### config.mk
export PLATFORM = sky130hd
export DESIGN_NAME = psgrg_ctrl
export DESIGN_NICKNAME = d
export VERILOG_FILES = /design/src/rtl/core/psgrg_pkg.sv /design/src/rtl/core/psgrg_ctrl.sv
export SDC_FILE = /design/constraint.sdc
export NUM_CORES = 1
export LEC_CHECK = 0
export BUFFER_PORTS_ARGS = -buffer_cell sky130_fd_sc_hd__buf_2
export CORE_AREA = 5 5 45 47
export CTS_BUF_LIST = sky130_fd_sc_hd__clkbuf_16
export DETAILED_ROUTE_END_ITERATION = 8
export DIE_AREA = 0 0 50 52
export PLACE_DENSITY = 0.72
export SLEW_MARGIN = 20
export SYNTH_ARGS = -nofsm -noshare
export SYNTH_HDL_FRONTEND = slang
export SYNTH_SLANG_ARGS = --single-unit
### constraint.sdc
create_clock -name clk -period 1.4 [get_ports clk]
set_input_delay 0.14 -clock clk [delete_from_list [all_inputs] [get_ports clk]]
set_output_delay 0.14 -clock clk [all_outputs]
set_load 0.05 [all_outputs]
### src/rtl/core/psgrg_pkg.sv
`default_nettype none

package psgrg_pkg;

  localparam int SID_W      = 6;
  localparam int CAP_W      = 62;
  localparam int NOW_W      = 53;
  localparam int GAP_W      = 32;
  localparam int EPOCH_W    = 32;
  localparam int TIME_W     = 54;

  localparam int SID_LSB    = 0;
  localparam int CAP_LSB    = SID_LSB + SID_W;
  localparam int NOW_LSB    = CAP_LSB + CAP_W;
  localparam int GAP_LSB    = NOW_LSB + NOW_W;
  localparam int IN_FIELD_W = GAP_LSB + GAP_W;
  localparam int IN_DATA_W  = ((IN_FIELD_W + 7) / 8) * 8;
  localparam int IN_USER_W  = 1;
  localparam int OUT_DATA_W = 8;

  localparam int MAX_STREAMS = 2 ** SID_W;

  localparam logic [EPOCH_W-1:0] EPOCH_RESET_DEFAULT = 32'd1000000;
  localparam int NS_PER_US   = 1000;

  localparam int DIV_N_W     = CAP_W;
  localparam int DIV_D_W     = GAP_W;
  localparam int RADIX_BITS  = 2;

  typedef struct packed {
    logic                warned;
    logic                stamped;
    logic [TIME_W-1:0]   grid;
    logic [GAP_W-1:0]    gap;
  } entry_t;

  localparam int ENTRY_W = $bits(entry_t);

  typedef enum logic [1:0] {
    RES_POLICY,
    RES_BYPASS,
    RES_DROP,
    RES_PASS
  } res_t;

  typedef enum logic [1:0] {
    WR_POLICY,
    WR_FLAGS,
    WR_ADVANCE
  } wr_kind_t;

  typedef struct packed {
    logic     load_in;
    logic     clr_we;
    logic     rd;
    logic     div_t;
    logic     div_r;
    logic     take_t_now;
    logic     take_t_div;
    logic     wr;
    wr_kind_t wr_kind;
    logic     out_load;
    res_t     res;
  } cmd_t;

  typedef struct packed {
    logic policy;
    logic in_rng;
    logic gap_zero;
    logic stamped;
    logic early_drop;
    logic div_done;
    logic clr_last;
  } status_t;

endpackage

`default_nettype wire

### src/rtl/core/psgrg_ctrl.sv
`default_nettype none

module psgrg_ctrl (
  input  wire logic               clk,
  input  wire logic               rst_n,
  input  wire logic               in_tvalid,
  output logic                    in_tready,
  output logic                    out_tvalid,
  input  wire logic               out_tready,
  input  wire psgrg_pkg::status_t st,
  output psgrg_pkg::cmd_t         cmd
);
  import psgrg_pkg::*;

  typedef enum logic [2:0] {
    S_CLEAR,
    S_IDLE,
    S_READ,
    S_EVAL,
    S_WAIT_T,
    S_CHECK,
    S_WAIT_R,
    S_DONE
  } state_t;

  state_t state_r;
  state_t state_nxt;
  res_t   res_r;
  res_t   res_nxt;
  logic   in_rdy_r;
  logic   in_rdy_nxt;
  logic   out_vld_r;
  logic   out_vld_nxt;

  always_comb begin
    state_nxt   = state_r;
    res_nxt     = res_r;
    in_rdy_nxt  = in_rdy_r;
    out_vld_nxt = out_vld_r & ~out_tready;
    cmd         = '0;
    cmd.res     = res_r;
    case (state_r)
      S_CLEAR: begin
        cmd.clr_we = 1'b1;
        if (st.clr_last) begin
          state_nxt  = S_IDLE;
          in_rdy_nxt = 1'b1;
        end
      end
      S_IDLE: begin
        if (in_tvalid && in_rdy_r) begin
          cmd.load_in = 1'b1;
          in_rdy_nxt  = 1'b0;
          state_nxt   = S_READ;
        end
      end
      S_READ: begin
        cmd.rd    = 1'b1;
        state_nxt = S_EVAL;
      end
      S_EVAL: begin
        if (st.policy) begin
          if (st.in_rng) begin
            cmd.wr      = 1'b1;
            cmd.wr_kind = WR_POLICY;
          end
          res_nxt   = RES_POLICY;
          state_nxt = S_DONE;
        end else if (!st.in_rng || st.gap_zero) begin
          res_nxt   = RES_BYPASS;
          state_nxt = S_DONE;
        end else if (st.stamped) begin
          cmd.div_t = 1'b1;
          state_nxt = S_WAIT_T;
        end else begin
          cmd.take_t_now = 1'b1;
          state_nxt      = S_CHECK;
        end
      end
      S_WAIT_T: begin
        if (st.div_done) begin
          cmd.take_t_div = 1'b1;
          state_nxt      = S_CHECK;
        end
      end
      S_CHECK: begin
        if (st.early_drop) begin
          cmd.wr      = 1'b1;
          cmd.wr_kind = WR_FLAGS;
          res_nxt     = RES_DROP;
          state_nxt   = S_DONE;
        end else begin
          cmd.div_r = 1'b1;
          state_nxt = S_WAIT_R;
        end
      end
      S_WAIT_R: begin
        if (st.div_done) begin
          cmd.wr      = 1'b1;
          cmd.wr_kind = WR_ADVANCE;
          res_nxt     = RES_PASS;
          state_nxt   = S_DONE;
        end
      end
      S_DONE: begin
        if (!out_vld_r || out_tready) begin
          cmd.out_load = 1'b1;
          out_vld_nxt  = 1'b1;
          in_rdy_nxt   = 1'b1;
          state_nxt    = S_IDLE;
        end
      end
      default: begin
        state_nxt  = S_IDLE;
        in_rdy_nxt = 1'b1;
      end
    endcase
  end

  always_ff @(posedge clk) begin
    if (!rst_n) begin
      state_r   <= S_CLEAR;
      res_r     <= RES_POLICY;
      in_rdy_r  <= 1'b0;
      out_vld_r <= 1'b0;
    end else begin
      state_r   <= state_nxt;
      res_r     <= res_nxt;
      in_rdy_r  <= in_rdy_nxt;
      out_vld_r <= out_vld_nxt;
    end
  end

  assign in_tready  = in_rdy_r;
  assign out_tvalid = out_vld_r;

`ifndef ASSERT_OFF
  a_accept_read: assert property (@(posedge clk) disable iff (!rst_n)
    (in_tvalid && in_rdy_r) |=> state_r == S_READ)
    else $error("accepted word not followed by table read");
  a_ready_idle: assert property (@(posedge clk) disable iff (!rst_n)
    in_rdy_r |-> state_r == S_IDLE)
    else $error("ready outside idle");
  a_done_hold: assert property (@(posedge clk) disable iff (!rst_n)
    (state_r == S_DONE && out_vld_r && !out_tready) |=> state_r == S_DONE)
    else $error("result overwrote a pending word");
`endif

endmodule

`default_nettype wire

======== After elaboration in Yosys (flattened, before gate mapping) ========
Cells that the tools add are included.
cells by class
  bitwise logic cells ..................... 2
  reduce and logical (&&, ||, !) cells .... 11
  mux-type cells .......................... 44
  equality and inequality tests ........... 14
operators by type and width
  kind                                                                    count
  3-bit 2-to-1 mux                                                        11
  1-bit 2-to-1 mux                                                        25
  3-bit one-hot mux with 8 select lines                                   1
  3-bit equality test (second input constant)                             4
  2-bit inequality test (second input constant)                           6
  3-bit one-hot mux with 3 select lines                                   1
  2-bit 2-to-1 mux                                                        4
  4-bit AND reduction                                                     2
  3-bit by 2-bit equality test with 1-bit output (second input constant)  2
  2-bit one-hot mux with 3 select lines                                   1
  3-bit nonzero test                                                      2
  5-bit AND reduction                                                     1
  3-bit by 1-bit equality test with 1-bit output (second input constant)  1
  3-bit logical NOT                                                       1
  3-bit inequality test (second input constant)                           1
  1-bit one-hot mux with 3 select lines                                   1
  1-bit logical NOT                                                       2
  1-bit logical OR                                                        2
  1-bit bitwise AND                                                       1
  1-bit logical AND                                                       1
  1-bit inverter                                                          1
word-level totals
  bits of input ports ..................... 11
  bits in registers ....................... 7

======== Depth between registers and ports, before layout ========
  depth in word-level cells ............... 5
  gate-level depth with buffers ........... 6

======== Worst setup path after synthesis ========
No wires, ideal clock.
  kind .................................... reg-to-reg
  start ................................... register state_r[0]
  end ..................................... register in_rdy_r, in the netlist in_tready
  setup time .............................. 76 ps
  buffers on the path ..................... 2
  path slack .............................. -692 ps
  data arrival time ....................... 2016 ps
  cell stages (with the launch flop) ...... 6
  cell sequence ........................... dfxtp_1 -> buf_6 -> buf_6 -> nor3_1 -> a211oi_1 -> nor3_2
between the ends
  word-level cells in the longest chain between the ends .. 3
  elaborated cells between the ends (all ways) .. 9
  classes of those cells .................. 5 x eq/ne; 1 x mux; 3 x reduce/logical
ends and longest elaborated chain
  element                                                                       line               source
  from (decl)                                                                   psgrg_ctrl.sv:26   state_t state_r;
  from (signal assigned)                                                        psgrg_ctrl.sv:127  state_r <= state_nxt;
  3-bit equality test (tied with other cells)                                   psgrg_ctrl.sv:42   case (state_r)
  2-bit inequality test (no line) / 3-bit nonzero test (equally long branches)  --
  4-bit AND reduction (no line)                                                 --
  to (signal assigned)                                                          psgrg_ctrl.sv:129  in_rdy_r <= in_rdy_nxt;
  to (decl)                                                                     psgrg_ctrl.sv:30   logic in_rdy_r;
Several ways; a longest one is shown, not always the timed one.
A chain may end at the register's enable or synchronous reset.

==> results.py <==
metrics = {
    "timing": {
        "min_period_ns": 1.37,
        "slew_violations": 0,
        "slew_headroom": 0.821,
        "clock.fmax_ghz": 0.729,
        "holdWs_ns": 0.212,
        "setup_slack_ns": 0.0290,
        "rsz0062_at_grt": "yes",
        "worst_pin_slew_ns": 0.267,
        "final-hold-violation-count": 0,
        "fin_crit_sh": 0.979,
        "setup_viol": 0,
        "worst_clock_skew_ns": 0.000282,
    },
    "synth": {
        "async_flop_share": 0,
        "synthFlopType": "dfxtp_1",
        "netlist_top_cells_area": "dfxtp_1, nand2_1, buf_6",
        "synth_top_cell_area_share": 0.270,
        "syn_inst": 70,
        "yosysUniqueCellTypes": 31,
        "syn_nets": 81,
        "synth_top_cell_by_area": "dfxtp_1",
        "synth_edf_count": 0,
        "synth.cell_area_um2": 519,
        "synth-seq-area-share": 0.270,
        "yosysMostFrequentCell": "nand2_1",
        "ys_top_cells_by_count": "nand2_1, dfxtp_1, nor2_1, nand3_1, a21oi_1",
        "avgSynthCellArea_um2": 7.42,
        "synth-seq-cells": 7,
        "ys_warn_count": 0,
    },
    "critical_path": {
        "arrival_ns": 1.23,
        "critPathRequiredTime_ns": 1.26,
        "critPathCapture": "cmd[12]",
        "r2r_slack_ns": 0.09,
        "reg2reg_to": "state_r[1]",
        "cp-startpoint": "state_r[1]",
        "r2r-start": "state_r[1]",
        "worstSetupStartpointType": "flip-flop",
        "path_max_fanout": 10,
        "end_kind": "output pin",
        "reg2reg_depth": 4,
        "critical_path_class": "reg2out",
    },
    "clock_tree": {
        "cts_hold_buf": 0,
        "cts-root-buf": "clkbuf_16",
        "cts_sinks": 7,
        "clkTransAtPathRegs_ns": 0.04,
        "htree_levels": 1,
        "clockBufferDepth": 2,
        "cts_tree": "done",
        "clock_latency_ns": 0.23,
        "cts_buffers": 3,
    },
    "routing": {
        "drt_first_pass_iters": 3,
        "topRoutingLayerUsed": "met4",
        "post_drt_wl_per_cell_um": 13.5,
        "first_iter_violations": 9,
        "wl_met1_um": 693,
        "dr_wl_met2_um": 855,
        "ant_nets": 0,
        "met3WireLength_um": 69,
        "via_count": 617,
        "vias_per_cell": 5.06,
        "wl_um": 1650,
        "post-route-drc-count": 0,
    },
    "min_path": {
        "holdPathStages": 3,
        "hold_class": "in2reg",
    },
    "finish": {
        "fin_cells": 122,
        "n_antenna_cell": 0,
        "nets": 117,
        "stdcell_area_um2": 882,
        "drive_gt1_frac": 0.533,
        "area_growth_syn_to_layout_pct": 69.9,
        "final_core_util": 0.547,
    },
    "floorplan": {
        "rows": 15,
        "die_w_um": 50,
        "core_um2": 1610,
        "start_util": 0.322,
        "io-pin-count": 26,
        "die_h_um": 52,
        "dieArea_um2": 2600,
    },
    "grt": {
        "grt_pass1_vias": 638,
        "grt_max_degree": 11,
        "grt_usage": 0.135,
        "grt_remaining_overflow": 0,
        "antenna_found_initial": 0,
        "grt_first_pass_wirelength_um": 2750,
    },
    "outcome": {
        "status": "finished, final reports clean",
    },
    "placement": {
        "gp_congestion": 0.844,
        "postPlaceCellArea_um2": 716,
        "dpl_worst_slack_ns": 0.0426,
        "dp_cells": 116,
        "hpwl_um": 1180,
        "io_buffers": 25,
    },
    "power": {
        "power_density_nw_per_um2": 1460,
        "irDropWorstVdd_uv": 645,
        "p_leak_nw": 0.428,
    },
    "run": {
        "drv_cap": 0,
    },
}
## cells in the final DEF, fill, tap and decap left out, types with 2 or more instances in the layout
master | synthesis | routed
a211oi_1 | 2 | 2
a21oi_1 | 4 | 4
and3_1 | 2 | 2
buf_2 | 1 | 15
buf_4 | 0 | 12
buf_6 | 3 | 5
clkbuf_16 | 0 | 3
clkbuf_4 | 0 | 2
dfxtp_1 | 7 | 4
dfxtp_4 | 0 | 2
inv_1 | 1 | 2
mux2i_1 | 2 | 2
nand2_1 | 12 | 12
nand2b_1 | 2 | 2
nand3_1 | 6 | 6
nor2_1 | 7 | 2
nor2_2 | 0 | 5
nor3_2 | 1 | 2
o21ai_0 | 2 | 2
## metrics by stage
stage,setup TNS (ns),total power [W]
final,0,0.00129
after global routing,-0.00833,0.00135
after CTS,0,0.00128
after detailed placement,0,0.000759
after global placement,0,0.000748
after floorplan,-0.179,0.000665
## layout make-up
type / instances / area (µm²)
inverter: 2 / 7.51
timing repair buffer: 35 / 251
fill: 151 / 732
clock inverter: 1 / 3.75
clock buffer: 3 / 75.1
multi-input combinational: 57 / 374
sequential: 7 / 149
tap: 17 / 21.3
## worst min-delay path by stage
stage | endpoint | slack [ns] | startpoint
after floorplan | state_r[1] | 0.27 | rst_n
after global placement | state_r[1] | 0.44 | rst_n
after detailed placement | res_r[0] | 0.45 | res_r[0]
after CTS | out_tvalid | 0.21 | out_tready
after global routing | out_tvalid | 0.23 | out_tready
final | state_r[1] | 0.21 | rst_n
## critical path, cell delays in order, from the launching register on
cell	delay, ns
dfxtp_4	0.37
and2b_2	0.25
and4_4	0.24
buf_8	0.14
## logic make-up (layout without fill, tap and decap cells)
group	after synthesis	count (layout)	synth area share
AO/OA/AOI/OAI	12	12	0.142
buffers and inverters	6	41	0.0891
flip-flops	7	7	0.270
multiplexers	2	2	0.0386
AND/OR/NAND/NOR	43	43	0.460
## state kept, by name, indices dropped and copies added, names as in the netlist
name / cells
res_r: 2
out_tvalid: 1
state_r: 3
in_tready: 1
## where the power goes
group / switching [W] / internal [W] / total (W)
clock: 0.000109 / 0.000372 / 0.000481
combinational: 0.000303 / 0.000208 / 0.000511
sequential: 0.0000565 / 0.000240 / 0.000297
## routing by layer
metal | vias to the layer above | global-route usage
met1 | 281 | 0.151
li1 | 317 | -
met5 | - | 0
met3 | 4 | 0.0229
met4 | 0 | 0.0742
met2 | 15 | 0.236
## what timing repair did
action                                  in CTS  in global routing
resized for setup                           14                 14
pin swaps                                    1                  1
setup buffers                                1                  1
endpoints found under the setup margin      11                 10
No activity file was read; power rests on OpenSTA's default activity.
